`src/rtl/assert_macros.svh`:
```
// ----------------------------------------------------------------------------
// Assertion macros
// Shared concurrent assertion shorthands, clocked on clk and held off in rst.
// ----------------------------------------------------------------------------
`ifndef ASSERT_MACROS_SVH
`define ASSERT_MACROS_SVH

// property must hold at every edge outside reset
`define BRB_ASSERT(name, prop, msg) \
  name: assert property (@(posedge clk) disable iff (rst) prop) else $error(msg);

// condition must never be seen outside reset
`define BRB_NEVER(name, cond, msg) \
  `BRB_ASSERT(name, !(cond), msg)

`endif

```
`src/rtl/brb_pkg.sv`:
```
// ----------------------------------------------------------------------------
// brb_pkg
// Types, constants and helpers for the byte ring buffer with line extract.
// ----------------------------------------------------------------------------
package brb_pkg;

  localparam int DEPTH     = 1024;
  localparam int MAX_DELIM = 4;
  localparam int AW        = $clog2(DEPTH);
  localparam int CW        = $clog2(DEPTH + 1);
  localparam int DLW       = $clog2(MAX_DELIM + 1);
  localparam int PAW       = 3;

  // opcodes
  localparam logic [1:0] OP_PUSH    = 2'd0;
  localparam logic [1:0] OP_PEEK    = 2'd1;
  localparam logic [1:0] OP_DISCARD = 2'd2;
  localparam logic [1:0] OP_EXTRACT = 2'd3;

  // register indexes (paddr[2])
  localparam logic REG_DELIM_BYTES = 1'b0;
  localparam logic REG_DELIM_LEN   = 1'b1;

  localparam logic [31:0] DELIM_BYTES_RST = 32'h0000_0A0D;
  localparam logic [2:0]  DELIM_LEN_RST   = 3'd2;

  typedef struct packed {
    logic          accepted;
    logic [7:0]    read_byte;
    logic [CW-1:0] line_length;
    logic [CW-1:0] fill_level;
  } brb_res_t;

  typedef struct packed {
    logic take;       // word accepted this cycle
    logic peek_wait;  // peek data arriving from store
    logic scan_run;   // delimiter scan in progress
    logic res_load;   // result complete, push into output queue
  } brb_cmd_t;

  typedef struct packed {
    logic hit;
    logic miss;
  } brb_stat_t;

  // circular add, n may be as large as DEPTH
  function automatic logic [AW-1:0] wrap_add(input logic [AW-1:0] base,
                                             input logic [CW-1:0] n);
    logic [AW:0] s;
    s = {1'b0, base} + (AW+1)'(n);
    if (s >= (AW+1)'(DEPTH)) s = s - (AW+1)'(DEPTH);
    return s[AW-1:0];
  endfunction

  // effective delimiter length: zero acts as one, clipped at MAX_DELIM
  function automatic logic [DLW-1:0] delim_len_eff(input logic [2:0] raw);
    logic [DLW-1:0] r;
    if (raw == 3'd0) r = DLW'(1);
    else if (32'(raw) > MAX_DELIM) r = DLW'(MAX_DELIM);
    else r = DLW'(raw);
    return r;
  endfunction

  // delimiter byte j, zero past the packed word
  function automatic logic [7:0] delim_byte(input logic [31:0] bytes,
                                            input logic [DLW-1:0] j);
    logic [7:0] b;
    if (32'(j) >= 4) b = 8'd0;
    else b = 8'(bytes >> {j, 3'b000});
    return b;
  endfunction

endpackage

```
`src/rtl/brb_ctrl.sv`:
```
// ----------------------------------------------------------------------------
// brb_ctrl
// Operation sequencer: takes a word, waits on peek data or the scan.
// ----------------------------------------------------------------------------
`include "assert_macros.svh"

module brb_ctrl import brb_pkg::*; (
  input  logic      clk,
  input  logic      rst,
  input  logic      valid,
  input  logic [1:0] op,
  input  logic      room,
  input  brb_stat_t stat,
  output logic      ready,
  output brb_cmd_t  cmd
);

  localparam logic [1:0] S_IDLE = 2'd0;
  localparam logic [1:0] S_PEEK = 2'd1;
  localparam logic [1:0] S_SCAN = 2'd2;

  logic [1:0] state, state_next;
  logic       take;

  assign ready = (state == S_IDLE) && room;
  assign take  = valid && ready;

  always_comb begin
    state_next    = state;
    cmd.take      = take;
    cmd.peek_wait = (state == S_PEEK);
    cmd.scan_run  = (state == S_SCAN);
    cmd.res_load  = 1'b0;
    unique case (state)
      S_IDLE: begin
        if (take) begin
          if (op == OP_PEEK) state_next = S_PEEK;
          else if (op == OP_EXTRACT) state_next = S_SCAN;
          else cmd.res_load = 1'b1;
        end
      end
      S_PEEK: begin
        cmd.res_load = 1'b1;
        state_next   = S_IDLE;
      end
      S_SCAN: begin
        if (stat.hit || stat.miss) begin
          cmd.res_load = 1'b1;
          state_next   = S_IDLE;
        end
      end
      default: state_next = S_IDLE;
    endcase
  end

  always_ff @(posedge clk) begin
    if (rst) state <= S_IDLE;
    else state <= state_next;
  end

  `BRB_ASSERT(a_peek_one_cycle, state == S_PEEK |=> state == S_IDLE, "peek overstayed")

endmodule

```
`config.mk`:
```
export PLATFORM = sky130hd
export DESIGN_NAME = brb_ctrl
export DESIGN_NICKNAME = d
export VERILOG_FILES = /design/src/rtl/brb_pkg.sv /design/src/rtl/brb_ctrl.sv
export VERILOG_INCLUDE_DIRS = /design/src /design/src/rtl
export SDC_FILE = /design/constraint.sdc
export NUM_CORES = 1
export LEC_CHECK = 0
export BUFFER_PORTS_ARGS = -buffer_cell sky130_fd_sc_hd__buf_2
export CAP_MARGIN = 20
export CELL_PAD_IN_SITES_DETAIL_PLACEMENT = 2
export CELL_PAD_IN_SITES_GLOBAL_PLACEMENT = 2
export CORE_AREA = 5 5 42 44
export CTS_CLUSTER_SIZE = 24
export DETAILED_ROUTE_END_ITERATION = 12
export DIE_AREA = 0 0 47 49
export PLACE_DENSITY_LB_ADDON = 0.1
export SLEW_MARGIN = 40
export SYNTH_ARGS = -nofsm -noshare
export SYNTH_HDL_FRONTEND = slang
export SYNTH_SLANG_ARGS = --single-unit
```
`constraint.sdc`:
```
create_clock -name clk -period 0.8 [get_ports clk]
set_input_delay 0.16 -clock clk [delete_from_list [all_inputs] [get_ports clk]]
set_output_delay 0.16 -clock clk [all_outputs]
set_load 0.1 [all_outputs]
```
==> results of run 1 <==
## critical path, stage by stage (launching register included)
cell	delay, ns
sky130_fd_sc_hd__dfxtp_4	0.36
sky130_fd_sc_hd__and2b_4	0.19
sky130_fd_sc_hd__nand3b_1	0.19
sky130_fd_sc_hd__buf_12	0.19
## cell type report
class                           count  share of cell area
Clock buffer                        3              0.0559
Inverter                            1             0.00932
Multi-Input combinational cell     13               0.298
Sequential cell                     2               0.112
Tap cell                           16              0.0497
Timing Repair Buffer               18               0.475
## cell usage after synthesis
master	count
sky130_fd_sc_hd__o22ai_2	1
sky130_fd_sc_hd__dfxtp_1	2
sky130_fd_sc_hd__nand2_1	1
sky130_fd_sc_hd__and4bb_1	1
sky130_fd_sc_hd__buf_4	1
sky130_fd_sc_hd__nand3b_1	1
sky130_fd_sc_hd__and2b_2	2
sky130_fd_sc_hd__nor2_1	3
sky130_fd_sc_hd__nand3_1	1
sky130_fd_sc_hd__inv_1	1
sky130_fd_sc_hd__nor3b_1	1
sky130_fd_sc_hd__o21ai_0	1
sky130_fd_sc_hd__nand3b_2	1
## metrics by stage
stage                     cells  total power (uW)
after floorplan              17               227
after detailed placement     48               301
after global placement       48               299
after global routing         53               577
final                        53               545
after CTS                    53               563
## report_power, final
group,leakage [uW],switching (uW),internal (uW)
clock,0.0000138,65.2,166
combinational,0.000163,123,88.1
sequential,0.0000175,2.19,99.9
total,0.000194,190,354
## what timing repair did
item,in CTS,in global routing
resized for setup,6,2
endpoints found under the setup margin,7,7
pin swaps,4,3
buffers inserted,2,1
hold buffers,0,0
## per-layer routing
metal  global-route usage  vias up  routed length [um]
met5                    0        -                   0
met4               0.0553        0                   0
met3               0.0332        0                  43
met2               0.0837        6                 332
met1               0.0439       89                 206
li1                     -       98                   -
## path summary, 6_finish.rpt
path	to	slack, ns
max	cmd[0]	-0.52
min	state[0]	0.1
max reg2reg	state[1]	-0.30
min reg2reg	state[1]	0.84
## logic make-up (layout without fill, tap and decap cells)
kind of cell,after synthesis,after routing,synth area share
DFF,2,2,0.276
and+or+nand+nor,11,11,0.526
buffers and inverters,2,22,0.0776
AOI/OAI and AO/OA,2,2,0.121
==> impl_metrics.csv, run 1 <==
group,metric,value,unit
outcome,run_status,"finished, violations left",
outcome,failed_checks,"negative setup slack",
placement,dpl_cell_area,333,sq um
cts,clk_path_buf_depth,2,
placement,detailed_place_hpwl,450,um
layout,drive_gt1_frac,0.811,
setup_path,reg2reg_depth,4,
global_routing,first_global_vias,219,
layout,ff_latch_area,45.0,sq um
layout,num-nets-final,47,
sta,setup_slack,-0.520,ns
min_path,holdCritStartpoint,"op[1]",
routing,wl_per_cell,11.0,um
yosys,synthesis.area,145,sq um
cts,worst_setup_hold_path_clk_slew,0.03,ns
power,power.leakage,0.000194,uW
layout,fillers,171,
routing,drtPass1Iterations,1,
setup_path,timing_worst_setup_path_type,"reg -> out",
floorplanning,rows,14,
sta,report.final.slew_viol_count,0,
cts,h_tree_depth,1,
global_routing,grtUsageTotal,0.0549,
floorplanning,die_width,47,um
cts,cts_made_buffers,3,
sta,timing_worst_slew_pin_value,0.186,ns
sta,maxClockFrequency,758,MHz
setup_path,start_kind,"register",
yosys,ys_seq_area_frac,0.276,
yosys,yosys.cell_types.count,13,
layout,final_common_cell,"sky130_fd_sc_hd__buf_2",
floorplanning,floorplan.die_area,0.00230,sq mm
cts,insertion_delay,0.23,ns
layout,largest_register_ff_count,2,
routing,route.vias.total,193,
layout,antenna_cells,0,
layout,multiInputGateArea,120,sq um
floorplanning,dieHeight,49,um
global_routing,grt_start_max_net_pins,6,
setup_path,r2r-start,"state[1]",
sta,final-hold-violation-count,0,
min_path,holdPathStages,2,
routing,dr.first_iter.drc_count,0,
yosys,synth_top_area_cell,"sky130_fd_sc_hd__dfxtp_1",
sta,final.hold.worst_slack,0.0969,ns
layout,reg_top3,"state x2",
sta,finalClockSkew,0.00446,ns
routing,drt.antenna.violating_nets,0,
setup_path,worst_setup_ep_type,"output pin",
flow_run,max-cap-violations,0,
yosys,avgSynthCellArea,8.54,sq um
floorplanning,coreArea,0.00140,sq mm
yosys,synth_nets,25,
cts,tritoncts_sink_count,2,
yosys,post-synth-top-area-fraction,0.276,
layout,flow.area_growth_from_synthesis,178,%
setup_path,arrival,1.16,ns
placement,place_congestion,0.543,
placement,place.port_buffers,12,
floorplanning,num_io_pins,13,
yosys,synth.yosys.warnings,0,
setup_path,critical_path.max_fanout,5,
placement,dpl_worst_slack,-0.301,ns
sta,maxSlewHeadroom,0.876,
sta,period_needed,1.32,ns
sta,rsz0062_at_grt,"yes",
layout,largest-register,"state",
sta,min_period_over_period,1.65,
yosys,synth-seq-cells,2,
cts,cts_tree,"built",
global_routing,global_route_wire_length_before_repair,814,um
yosys,syn-instance-count,17,
yosys,netlist_top_cells_area,"sky130_fd_sc_hd__dfxtp_1 (28%), sky130_fd_sc_hd__and2b_2 (12%), sky130_fd_sc_hd__and4bb_1 (8.6%)",
setup_path,crit_path_start,"state[1]",
routing,drc_errors,0,
sta,fin_tns_setup,-2.88,ns
routing,post_drt_via_cell_ratio,3.64,
sta,final-setup-viol-count,7,
layout,layout.cell_area.non_filler,403,sq um
cts,clk_root_buffer_cell,"sky130_fd_sc_hd__clkbuf_4",
layout,util_after_layout,0.288,
routing,wl,582,um
floorplanning,initial_cell_density_of_the_core,0.104,
min_path,hold_class,"in -> reg",
global_routing,number_of_antenna_violations_at_the_first_check_in_global_routing,0,
global_routing,gr-total-overflow,0,
power,irDropWorstVdd,0.626,mV
layout,layout.cells.most_common_list,"sky130_fd_sc_hd__buf_2 (7), sky130_fd_sc_hd__buf_12 (5)",
power,power.density_cell_area,1350,mW/mm^2
setup_path,critical_path_required,0.64,ns
Power figures use the tool's default switching activity.
==> run 2, diff against run 1 <==
Settings changed: PLACE_DENSITY set to 0.58, PLACE_DENSITY_LB_ADDON 0.1 to not set.
Clock period 0.8 ns to 1.11 ns, I/O delays scaled along.
==> impl_metrics.csv, run 2 (synthesized netlist as in run 1, its figures left out) <==
group,metric,value,unit
layout,largest_register_ff_count,2,
sta,final-hold-violation-count,0,
floorplanning,rows,14,
power,power.leakage,0.000172,uW
cts,cts_tree,"built",
layout,drive_gt1_frac,0.800,
placement,place_congestion,0.674,
setup_path,worst-path-stages,4,
sta,maxSlewHeadroom,0.876,
layout,layout.cells.most_common_list,"sky130_fd_sc_hd__buf_2 (7), sky130_fd_sc_hd__buf_12 (5), sky130_fd_sc_hd__nor2_1 (3), sky130_fd_sc_hd__clkbuf_4 (3)",
min_path,holdPathStages,2,
cts,clk_root_buffer_cell,"sky130_fd_sc_hd__clkbuf_4",
cts,insertion_delay,0.23,ns
power,irDropWorstVdd,0.420,mV
floorplanning,floorplan.die_area,0.00230,sq mm
floorplanning,num_io_pins,13,
global_routing,gr-total-overflow,0,
floorplanning,die_width,47,um
layout,largest-register,"state",
setup_path,arrival,1.17,ns
flow_run,max-cap-violations,0,
cts,h_tree_depth,1,
power,comb_power_share,0.377,
floorplanning,coreArea,0.00140,sq mm
cts,ctsHoldBuffers,0,
cts,clk_path_buf_depth,2,
power,power.share.sequential,0.193,
sta,setup_slack,-0.277,ns
power,swShare,0.348,
power,power.density_cell_area,1010,mW/mm^2
sta,final-setup-viol-count,5,
routing,post_drt_via_cell_ratio,4.04,
outcome,run_status,"finished, violations left",
routing,route.vias.total,206,
sta,min_period_over_period,1.25,
global_routing,first_global_vias,258,
power,total_power,380,uW
global_routing,global_route_wire_length_before_repair,1010,um
outcome,failed_checks,"negative setup slack",
sta,finalClockSkew,0.000487,ns
routing,drtPass1Iterations,1,
cts,cts_made_buffers,3,
setup_path,worst_setup_ep_type,"output pin",
sta,timing_worst_slew_pin_value,0.185,ns
routing,dr.first_iter.drc_count,0,
layout,util_after_layout,0.268,
setup_path,timing_worst_setup_path_type,"reg -> out",
setup_path,cp.buffers_inverters,1,
routing,wl,650,um
min_path,hold_class,"in -> reg",
layout,layout.cell_area.non_filler,375,sq um
layout,num-nets-final,45,
floorplanning,dieHeight,49,um
global_routing,number_of_antenna_violations_at_the_first_check_in_global_routing,0,
layout,reg_top3,"state x2",
setup_path,crit_path_cell_trace,"and2b_4, o21ai_2, nand3b_1, buf_12",
setup_path,critical_path.max_fanout,4,
routing,drc_errors,0,
sta,report.final.slew_viol_count,0,
setup_path,start_kind,"register",
sta,maxClockFrequency,721,MHz
sta,rsz0062_at_grt,"yes",
global_routing,grtUsageTotal,0.0640,
setup_path,critPathTopFamily,"simple AND/OR/NAND/NOR gates",
setup_path,reg2reg_depth,3,
setup_path,max_stage_delay,0.32,ns
power,net_switching,132,uW
power,power_report.internal_total,248,uW
setup_path,cp_slowest_cell,"sky130_fd_sc_hd__dfxtp_2",
routing,wl_per_cell,12.7,um
placement,dpl_worst_slack,-0.101,ns
placement,place.port_buffers,12,
layout,flow.area_growth_from_synthesis,159,%
cts,tritoncts_sink_count,2,
floorplanning,initial_cell_density_of_the_core,0.104,
sta,fin_tns_setup,-1.10,ns
routing,drt.antenna.violating_nets,0,
power,power.clock.fraction,0.430,
cts,worst_setup_hold_path_clk_slew,0.03,ns
placement,dpl_cell_area,324,sq um
setup_path,critical_path_required,0.89,ns
layout,final_common_cell,"sky130_fd_sc_hd__buf_2",
sta,period_needed,1.39,ns
layout,antenna_cells,0,
global_routing,grt_start_max_net_pins,6,
run 2: cell types whose count changed in the layout (fill, tap and decap cells not counted):
cell	change
sky130_fd_sc_hd__buf_6	-1
sky130_fd_sc_hd__nand3b_2	+1
sky130_fd_sc_hd__buf_4	-1
sky130_fd_sc_hd__nand3b_4	-1
run 2: final timing paths:
kind         startpoint       end  slack, ns
max            state[0]    cmd[0]      -0.28
min               op[1]  state[0]       0.16
max reg2reg    state[1]  state[1]       0.10
min reg2reg    state[0]  state[0]       0.77
run 2: through the flow:
stage          hold slack, ns  cells
5_1_grt                 0.174     51
3_5_place_dp            0.400     47
4_1_cts                 0.158     51
3_3_place_gp            0.386     47
6_report                0.165     51
2_1_floorplan           0.287     17
run 2: timing repair:
item / in CTS / in global routing
gates resized for setup: 5 / 2
buffers inserted: 1 / 0
endpoints found under the setup margin: 5 / 5
pin swaps: 1 / 2
run 2: power groups by stage:
stage | Combinational, uW | Clock (uW) | Sequential [uW]
final | 143 | 163 | 73.5
after global routing | 149 | 175 | 73.9
after global placement | 135 | 0 | 76.1
after CTS | 145 | 175 | 75.4
after detailed placement | 139 | 0 | 76.3
after floorplan | 82.4 | 0 | 76.0
run 2: routing by layer:
metal	up-vias	track usage	wire (um)
met5	-	0	0
met4	0	0.0691	15
met3	2	0.0295	94
met2	15	0.106	347
met1	94	0.0461	193
li1	95	-	-
run 2: layout make-up:
type | instances | area (sq um)
fill | 182 | 1030
timing repair buffer | 16 | 173
multi-input combinational | 13 | 111
sequential | 2 | 45.0
clock buffer | 3 | 22.5
tap | 16 | 20.0
inverter | 1 | 3.75
