[src/rtl/assert_macros.svh]
// ----------------------------------------------------------------------------
// Assertion macros
// Shared concurrent assertion shorthands, clocked on clk and held off in rst.
// ----------------------------------------------------------------------------
`ifndef ASSERT_MACROS_SVH
`define ASSERT_MACROS_SVH

// property must hold at every edge outside reset
`define BRB_ASSERT(name, prop, msg) \
  name: assert property (@(posedge clk) disable iff (rst) prop) else $error(msg);

// condition must never be seen outside reset
`define BRB_NEVER(name, cond, msg) \
  `BRB_ASSERT(name, !(cond), msg)

`endif

[src/rtl/brb_pkg.sv]
// ----------------------------------------------------------------------------
// brb_pkg
// Types, constants and helpers for the byte ring buffer with line extract.
// ----------------------------------------------------------------------------
package brb_pkg;

  localparam int DEPTH     = 1024;
  localparam int MAX_DELIM = 4;
  localparam int AW        = $clog2(DEPTH);
  localparam int CW        = $clog2(DEPTH + 1);
  localparam int DLW       = $clog2(MAX_DELIM + 1);
  localparam int PAW       = 3;

  // opcodes
  localparam logic [1:0] OP_PUSH    = 2'd0;
  localparam logic [1:0] OP_PEEK    = 2'd1;
  localparam logic [1:0] OP_DISCARD = 2'd2;
  localparam logic [1:0] OP_EXTRACT = 2'd3;

  // register indexes (paddr[2])
  localparam logic REG_DELIM_BYTES = 1'b0;
  localparam logic REG_DELIM_LEN   = 1'b1;

  localparam logic [31:0] DELIM_BYTES_RST = 32'h0000_0A0D;
  localparam logic [2:0]  DELIM_LEN_RST   = 3'd2;

  typedef struct packed {
    logic          accepted;
    logic [7:0]    read_byte;
    logic [CW-1:0] line_length;
    logic [CW-1:0] fill_level;
  } brb_res_t;

  typedef struct packed {
    logic take;       // word accepted this cycle
    logic peek_wait;  // peek data arriving from store
    logic scan_run;   // delimiter scan in progress
    logic res_load;   // result complete, push into output queue
  } brb_cmd_t;

  typedef struct packed {
    logic hit;
    logic miss;
  } brb_stat_t;

  // circular add, n may be as large as DEPTH
  function automatic logic [AW-1:0] wrap_add(input logic [AW-1:0] base,
                                             input logic [CW-1:0] n);
    logic [AW:0] s;
    s = {1'b0, base} + (AW+1)'(n);
    if (s >= (AW+1)'(DEPTH)) s = s - (AW+1)'(DEPTH);
    return s[AW-1:0];
  endfunction

  // effective delimiter length: zero acts as one, clipped at MAX_DELIM
  function automatic logic [DLW-1:0] delim_len_eff(input logic [2:0] raw);
    logic [DLW-1:0] r;
    if (raw == 3'd0) r = DLW'(1);
    else if (32'(raw) > MAX_DELIM) r = DLW'(MAX_DELIM);
    else r = DLW'(raw);
    return r;
  endfunction

  // delimiter byte j, zero past the packed word
  function automatic logic [7:0] delim_byte(input logic [31:0] bytes,
                                            input logic [DLW-1:0] j);
    logic [7:0] b;
    if (32'(j) >= 4) b = 8'd0;
    else b = 8'(bytes >> {j, 3'b000});
    return b;
  endfunction

endpackage

[src/rtl/brb_oq.sv]
// ----------------------------------------------------------------------------
// brb_oq
// Two-entry result queue between the sequencer and the response channel.
// ----------------------------------------------------------------------------
`include "assert_macros.svh"

module brb_oq import brb_pkg::*; (
  input  logic     clk,
  input  logic     rst,
  input  logic     load,
  input  brb_res_t din,
  output logic     room,
  output logic     out_valid,
  input  logic     out_ready,
  output brb_res_t dout
);

  brb_res_t   slot [2];
  logic       wr_sel, rd_sel;
  logic [1:0] occ;
  logic       pop;

  assign out_valid = (occ != 2'd0);
  assign room      = (occ != 2'd2);
  assign pop       = out_valid && out_ready;
  assign dout      = slot[rd_sel];

  always_ff @(posedge clk) begin
    if (load) slot[wr_sel] <= din;
  end

  always_ff @(posedge clk) begin
    if (rst) begin
      wr_sel <= 1'b0;
      rd_sel <= 1'b0;
      occ    <= 2'd0;
    end else begin
      if (load) wr_sel <= !wr_sel;
      if (pop) rd_sel <= !rd_sel;
      occ <= occ + 2'(load) - 2'(pop);
    end
  end

  `BRB_NEVER(a_load_full, load && occ == 2'd2, "result pushed into full queue")

endmodule

[config.mk]
export PLATFORM = sky130hd
export DESIGN_NAME = brb_oq
export DESIGN_NICKNAME = d
export VERILOG_FILES = /design/src/rtl/brb_pkg.sv /design/src/rtl/brb_oq.sv
export VERILOG_INCLUDE_DIRS = /design/src /design/src/rtl
export SDC_FILE = /design/constraint.sdc
export NUM_CORES = 1
export LEC_CHECK = 0
export BUFFER_PORTS_ARGS = -buffer_cell sky130_fd_sc_hd__buf_4
export CORE_MARGIN = 3
export CORE_UTILIZATION = 55
export DETAILED_ROUTE_END_ITERATION = 8
export GPL_TIMING_DRIVEN = 0
export PLACE_DENSITY = 0.86
export SETUP_SLACK_MARGIN = 0.15
export SKIP_CTS_REPAIR_TIMING = 1
export SYNTH_ARGS = -nofsm -noshare
export SYNTH_HDL_FRONTEND = slang
export SYNTH_SLANG_ARGS = --single-unit
[constraint.sdc]
create_clock -name clk -period 3.1 [get_ports clk]
set_input_delay 0 -clock clk [delete_from_list [all_inputs] [get_ports clk]]
set_output_delay 0 -clock clk [all_outputs]
set_load 0.02 [all_outputs]
==> results of run 1 <==
[how the worst max path moves through the flow]
stage                      start           to  slack (ns)  cells after the start
after CTS                 wr_sel  slot[1][23]        1.06                      1
final                     occ[1]       occ[1]        1.58                      6
after detailed placement  wr_sel  slot[1][18]        1.07                      1
after global placement    wr_sel  slot[0][18]        0.32                      1
after floorplan           wr_sel   slot[0][0]        0.95                      1
after global routing      wr_sel  slot[1][13]        1.48                      1
[through the flow]
| step | cells | total power [W] | hold slack (ns) | utilization | setup WS [ns] |
|---|---|---|---|---|---|
| after detailed placement | 236 | 0.00177 | 0.188 | 0.730 | 1.07 |
| after global placement | 236 | 0.00174 | 0.185 | 0.728 | 0.319 |
| after global routing | 285 | 0.00249 | 0.163 | 0.846 | 1.48 |
| after floorplan | 119 | 0.00152 | 0.0716 | - | 0.954 |
| after CTS | 252 | 0.00234 | -0.163 | 0.767 | 1.06 |
| final | 285 | 0.00238 | 0.146 | 0.846 | 1.58 |
[cells in the mapped netlist (2+ instances only)]
cell,count,area share
dfxtp_1,5,0.040
edfxtp_1,62,0.75
nor2_1,3,0.0046
nor2b_1,3,0.0076
ha_1,2,0.010
buf_4,3,0.0091
mux2_2,33,0.15
inv_1,2,0.0030
[cell families after synthesis]
| logic type | share of synthesized area |
|---|---|
| flip-flops | 0.793 |
| buffers and inverters | 0.0121 |
| AO/OA/AOI/OAI | 0.00304 |
| adder cells (fa/ha/maj) | 0.0101 |
| AND/OR/NAND/NOR | 0.0187 |
| multiplexers | 0.150 |
| XOR/XNOR | 0.0126 |
[critical path, stage by stage, from the launching register on]
cell and delay [ns]:
dfxtp_1 0.35, o21a_1 0.25, ha_1 0.32, inv_1 0.09, ha_1 0.15, xnor3_1 0.22
nor2_1 0.10
[cells in the final DEF (no fill, tap or decap)]
cell type,synthesis,final
clkinv_2,0,2
o21a_1,1,1
inv_1,2,2
mux2_2,33,33
xnor2_1,1,1
edfxtp_1,62,62
nor2b_1,3,2
buf_4,3,70
clkbuf_8,0,9
xnor3_1,1,1
nor2_1,3,3
clkbuf_1,0,3
clkinv_1,0,2
or2_2,1,1
ha_1,2,2
dlygate4sd3_1,0,33
nand2_1,1,1
dfxtp_1,5,5
nor2b_4,0,1
and2_2,0,1
[cell type report]
type	count	area share
Inverter	2	0.00213
Clock buffer	12	0.0383
Clock inverter	4	0.00496
Buffer	3	0.00638
Timing Repair Buffer	100	0.236
Multi-Input combinational cell	47	0.139
Tap cell	50	0.0177
Sequential cell	67	0.556
[flip-flops by register name, summed over array words and instances (netlist names), named ones only]
register,cells
slot,62
occ,2
rd_sel,1
wr_sel,1
[report_power, final]
part	switching [W]	internal (W)	total, W
registers	0.0000333	0.00107	0.00110
logic	0.000342	0.000360	0.000702
clock network	0.000294	0.000283	0.000577
[metal layers]
layer,track usage,vias to the layer above,wire length (um)
li1,-,678,-
met1,0.181,698,1810
met2,0.315,45,2950
met3,0.0661,10,265
met4,0.0984,0,104
met5,0,-,0
==> impl_metrics.xml, run 1 <==
<?xml version="1.0" encoding="UTF-8"?>
<metrics>
  <group name="synthesis">
    <metric name="synth_flop_cell" unit="">edfxtp_1</metric>
    <metric name="synth.ff_latch_count" unit="">67</metric>
    <metric name="post_synth_inst_count" unit="">119</metric>
    <metric name="synthesis.area_per_instance" unit="um2">20.8</metric>
    <metric name="synth-edff-count" unit="">62</metric>
    <metric name="async_flop_share" unit="">0</metric>
    <metric name="ys_warn_count" unit="">0</metric>
    <metric name="post_synthesis_cell_area" unit="um2">2470</metric>
    <metric name="synth_cell_types" unit="">14</metric>
    <metric name="ys_seq_area_frac" unit="">0.793</metric>
    <metric name="synth_nets" unit="">156</metric>
  </group>
  <group name="floorplanning">
    <metric name="die_h" unit="um">73.1</metric>
    <metric name="core" unit="um2">4170</metric>
    <metric name="die_area" unit="um2">5340</metric>
    <metric name="core.rowCount" unit="">23</metric>
    <metric name="dieWidth" unit="um">73.1</metric>
    <metric name="initial_utilization" unit="">0.593</metric>
    <metric name="number_of_top_level_pins" unit="">68</metric>
  </group>
  <group name="setup_path">
    <metric name="r2r-start" unit="">occ[1]</metric>
    <metric name="worst_ep_arrival_time" unit="ns">1.79</metric>
    <metric name="regToRegEndpoint" unit="">occ[1]</metric>
    <metric name="cp.required" unit="ns">3.37</metric>
    <metric name="rrSetupSlack" unit="ns">1.58</metric>
    <metric name="timing_worst_setup_path_type" unit="">flip-flop to flip-flop</metric>
    <metric name="critPathLaunchType" unit="">flip-flop</metric>
    <metric name="reg2regPathDepth" unit="">6</metric>
    <metric name="worst_setup_path_end_kind" unit="">flip-flop</metric>
    <metric name="worst-path-max-fanout" unit="">4</metric>
  </group>
  <group name="route">
    <metric name="vias_per_cell" unit="">5.02</metric>
    <metric name="route.detailed.wl_per_inst" unit="um">18.0</metric>
    <metric name="routed_wl" unit="um">5130</metric>
    <metric name="post_route_antenna_net_violation_count" unit="">0</metric>
    <metric name="vias" unit="">1431</metric>
    <metric name="drt-initial-drc-count" unit="">92</metric>
    <metric name="drtPass1Iterations" unit="">4</metric>
    <metric name="post-route-drc-count" unit="">0</metric>
  </group>
  <group name="placement">
    <metric name="place_hpwl" unit="um">3040</metric>
    <metric name="placed_cell_area" unit="um2">3050</metric>
    <metric name="port_buffers" unit="">67</metric>
    <metric name="globalplace.congestion" unit="">0.686</metric>
  </group>
  <group name="clock_network">
    <metric name="clock_sink_count" unit="">67</metric>
    <metric name="cts_buffers" unit="">9</metric>
    <metric name="ctsRootBufferMaster" unit="">clkbuf_8</metric>
    <metric name="tritoncts" unit="">done</metric>
    <metric name="clock_insertion_delay_worst_skew" unit="ns">0.33</metric>
    <metric name="htree_num_levels" unit="">3</metric>
    <metric name="cts_buffer_depth" unit="">2</metric>
    <metric name="clkSlewWorstSetupHoldPaths" unit="ns">0.06</metric>
  </group>
  <group name="global_routing">
    <metric name="grt.total_usage" unit="">0.179</metric>
    <metric name="grt_antenna_before_repair" unit="">0</metric>
    <metric name="number_of_global_route_vias_before_repair" unit="">1392</metric>
    <metric name="gr-total-overflow" unit="">0</metric>
    <metric name="maximum_number_of_pins_on_one_net_before_global_route_repair" unit="">32</metric>
    <metric name="grt_pass1_wl" unit="um">6710</metric>
  </group>
  <group name="final_layout">
    <metric name="multi_input_comb_area" unit="um2">490</metric>
    <metric name="sequential_cell_area" unit="um2">1960</metric>
    <metric name="fill_cells" unit="">193</metric>
    <metric name="antennaDiodeCount" unit="">0</metric>
    <metric name="layout-area-overhead-vs-synth" unit="%">42.7</metric>
    <metric name="finish.instance_area" unit="um2">3530</metric>
    <metric name="finish.net_count" unit="">267</metric>
    <metric name="layout-drive-gt1-share" unit="">0.498</metric>
  </group>
  <group name="hold_path">
    <metric name="whs_path_depth" unit="">3</metric>
    <metric name="min_path_type" unit="">input port to flip-flop</metric>
    <metric name="timing.hold.worst.start" unit="">out_ready</metric>
  </group>
  <group name="sta">
    <metric name="setup_total_negative_slack" unit="ns">0</metric>
    <metric name="setup_repair_after_global_routing_missed_its_margin" unit="">false</metric>
    <metric name="post-route-period-util" unit="">0.491</metric>
    <metric name="drv_slew" unit="">0</metric>
    <metric name="tightestPinTransition" unit="ns">0.903</metric>
    <metric name="maxClockFrequency" unit="MHz">657</metric>
    <metric name="worst_clock_skew" unit="ns">0.00242</metric>
    <metric name="report.final.setup_viol" unit="">0</metric>
    <metric name="hold_viol" unit="">0</metric>
    <metric name="timing.final.crit_period" unit="ns">1.52</metric>
    <metric name="timing.max_slew.rel_slack" unit="">0.397</metric>
  </group>
  <group name="pwr">
    <metric name="irDropWorstVdd" unit="V">0.000535</metric>
    <metric name="leakagePower" unit="nW">1.37</metric>
    <metric name="p_per_area" unit="nW/um2">674</metric>
  </group>
  <group name="flow_run">
    <metric name="cap_violations" unit="">0</metric>
  </group>
  <group name="outcome">
    <metric name="status" unit="">finished clean</metric>
  </group>
</metrics>
Note: power is estimated with default switching activity, not from simulation.
==> run 2, diff against run 1 <==
Settings changed: CORE_UTILIZATION 55 to 51, PLACE_DENSITY 0.86 to 0.81.
Clock period 3.1 ns to 1.6 ns, I/O delays scaled along.
==> impl_metrics.xml, run 2 (synthesized netlist as in run 1, its figures left out) <==
<?xml version="1.0" encoding="UTF-8"?>
<metrics>
  <group name="hold_path">
    <metric name="timing.hold.worst.start" unit="">load</metric>
    <metric name="holdPathEnd" unit="">occ[0]</metric>
    <metric name="whs_path_depth" unit="">3</metric>
    <metric name="min_path_type" unit="">input port to flip-flop</metric>
  </group>
  <group name="sta">
    <metric name="setup_slack" unit="ns">0.137</metric>
    <metric name="timing.final.crit_period" unit="ns">1.46</metric>
    <metric name="hold_viol" unit="">0</metric>
    <metric name="setup_repair_after_global_routing_missed_its_margin" unit="">true</metric>
    <metric name="drv_slew" unit="">0</metric>
    <metric name="tightestPinTransition" unit="ns">0.882</metric>
    <metric name="maxClockFrequency" unit="MHz">684</metric>
    <metric name="post-route-period-util" unit="">0.914</metric>
    <metric name="worst_clock_skew" unit="ns">0.00798</metric>
    <metric name="report.final.setup_viol" unit="">0</metric>
    <metric name="timing.max_slew.rel_slack" unit="">0.411</metric>
    <metric name="setup_total_negative_slack" unit="ns">0</metric>
  </group>
  <group name="setup_path">
    <metric name="reg2regPathDepth" unit="">1</metric>
    <metric name="crit_chain" unit="">and2_2</metric>
    <metric name="r2r-start" unit="">wr_sel</metric>
    <metric name="rrSetupSlack" unit="ns">0.14</metric>
    <metric name="critPathLaunchType" unit="">flip-flop</metric>
    <metric name="cp_slowest_stage_delay" unit="ns">0.68</metric>
    <metric name="worst_ep_arrival_time" unit="ns">1.41</metric>
    <metric name="slowest_stage" unit="">and2_2</metric>
    <metric name="cp.required" unit="ns">1.55</metric>
    <metric name="timing.critical_path.buf_inv" unit="">0</metric>
    <metric name="worst_setup_path_end_kind" unit="">flip-flop</metric>
    <metric name="timing_worst_setup_path_type" unit="">flip-flop to flip-flop</metric>
    <metric name="regToRegEndpoint" unit="">slot[1][4]</metric>
    <metric name="worst_path_dominant_cell_family" unit="">simple AND/OR/NAND/NOR gates</metric>
    <metric name="worst-path-max-fanout" unit="">31</metric>
  </group>
  <group name="clock_network">
    <metric name="cts_buffers" unit="">9</metric>
    <metric name="clock_insertion_delay_worst_skew" unit="ns">0.32</metric>
    <metric name="clkSlewWorstSetupHoldPaths" unit="ns">0.06</metric>
    <metric name="htree_num_levels" unit="">3</metric>
    <metric name="ctsRootBufferMaster" unit="">clkbuf_8</metric>
    <metric name="tritoncts" unit="">done</metric>
    <metric name="clock_sink_count" unit="">67</metric>
    <metric name="cts_buffer_depth" unit="">2</metric>
  </group>
  <group name="final_layout">
    <metric name="antennaDiodeCount" unit="">0</metric>
    <metric name="largest_register_ffs" unit="">62</metric>
    <metric name="finish.net_count" unit="">268</metric>
    <metric name="largest_register" unit="">slot</metric>
    <metric name="layout-area-overhead-vs-synth" unit="%">44.3</metric>
    <metric name="commonest_cells_after_routing_fill_and_taps_aside" unit="">70 x buf_4, 62 x edfxtp_1, 33 x mux2_2, 33 x dlygate4sd3_1, 9 x clkbuf_8</metric>
    <metric name="layout_commonest_cell" unit="">buf_4</metric>
    <metric name="largestRegisters" unit="">slot: 62 flops, occ: 2 flops</metric>
    <metric name="fill_cells" unit="">263</metric>
    <metric name="layout-drive-gt1-share" unit="">0.500</metric>
  </group>
  <group name="pwr">
    <metric name="irDropWorstVdd" unit="V">0.00120</metric>
    <metric name="p_per_area" unit="nW/um2">1330</metric>
    <metric name="leakagePower" unit="nW">1.39</metric>
  </group>
  <group name="global_routing">
    <metric name="grt.total_usage" unit="">0.157</metric>
    <metric name="number_of_global_route_vias_before_repair" unit="">1354</metric>
    <metric name="gr-total-overflow" unit="">0</metric>
    <metric name="grt_pass1_wl" unit="um">6330</metric>
    <metric name="grt_antenna_before_repair" unit="">0</metric>
    <metric name="maximum_number_of_pins_on_one_net_before_global_route_repair" unit="">32</metric>
  </group>
  <group name="route">
    <metric name="route.detailed.wl_per_inst" unit="um">16.4</metric>
    <metric name="routed_wl" unit="um">4740</metric>
    <metric name="post-route-drc-count" unit="">0</metric>
    <metric name="post_route_antenna_net_violation_count" unit="">0</metric>
    <metric name="drt-initial-drc-count" unit="">78</metric>
    <metric name="drtPass1Iterations" unit="">4</metric>
    <metric name="vias" unit="">1419</metric>
    <metric name="vias_per_cell" unit="">4.93</metric>
  </group>
  <group name="floorplanning">
    <metric name="core" unit="um2">4500</metric>
    <metric name="dieWidth" unit="um">75.6</metric>
    <metric name="die_h" unit="um">75.6</metric>
    <metric name="core.rowCount" unit="">24</metric>
    <metric name="initial_utilization" unit="">0.549</metric>
    <metric name="die_area" unit="um2">5720</metric>
    <metric name="number_of_top_level_pins" unit="">68</metric>
  </group>
  <group name="outcome">
    <metric name="status" unit="">finished clean</metric>
  </group>
  <group name="placement">
    <metric name="place_hpwl" unit="um">2900</metric>
    <metric name="port_buffers" unit="">67</metric>
    <metric name="pre_cts_worst_setup_slack" unit="ns">0.112</metric>
    <metric name="globalplace.congestion" unit="">0.676</metric>
  </group>
  <group name="flow_run">
    <metric name="cap_violations" unit="">0</metric>
  </group>
</metrics>
## run 2: through the flow
step	cell area [um2]	power [W]	util	std cells	hold WS, ns
floorplan	2480	0.00294	-	119	0.0716
global placement	3050	0.00338	0.676	238	0.186
detailed placement	3050	0.00342	0.677	238	0.188
CTS	3230	0.00467	0.716	254	-0.157
global route	3570	0.00496	0.793	288	0.0713
finish	3570	0.00473	0.793	288	0.0560
## run 2: cell type report
type | instances | area, um2 | share of cell area
buffer | 3 | 26.3 | 0.00736
clock buffer | 12 | 135 | 0.0379
clock inverter | 4 | 41.3 | 0.0116
inverter | 2 | 7.51 | 0.00210
multi-input combinational | 47 | 490 | 0.137
sequential | 67 | 1960 | 0.550
tap | 52 | 65.1 | 0.0182
timing repair buffer | 101 | 841 | 0.236
## run 2: worst max path at each step
stage | from | end | depth (start not counted)
4_1_cts | wr_sel | slot[1][10] | 1
5_1_grt | wr_sel | slot[0][10] | 1
2_1_floorplan | wr_sel | slot[0][0] | 1
3_3_place_gp | wr_sel | slot[0][17] | 1
3_5_place_dp | wr_sel | slot[1][17] | 1
6_report | wr_sel | slot[1][4] | 1
## run 2: where the power goes
| part | switching, W | internal [W] |
|---|---|---|
| sequential | 0.0000617 | 0.00207 |
| clock | 0.000556 | 0.000707 |
| combinational | 0.000631 | 0.000708 |
| total | 0.00125 | 0.00348 |
## run 2: routing by layer
layer,GRT usage,wire (um),part of all wire,up-vias
met2,0.267,2530,0.53,43
met5,0,0,0,-
met1,0.171,1870,0.40,687
li1,-,-,-,680
met3,0.0541,265,0.056,9
met4,0.0874,72,0.015,0
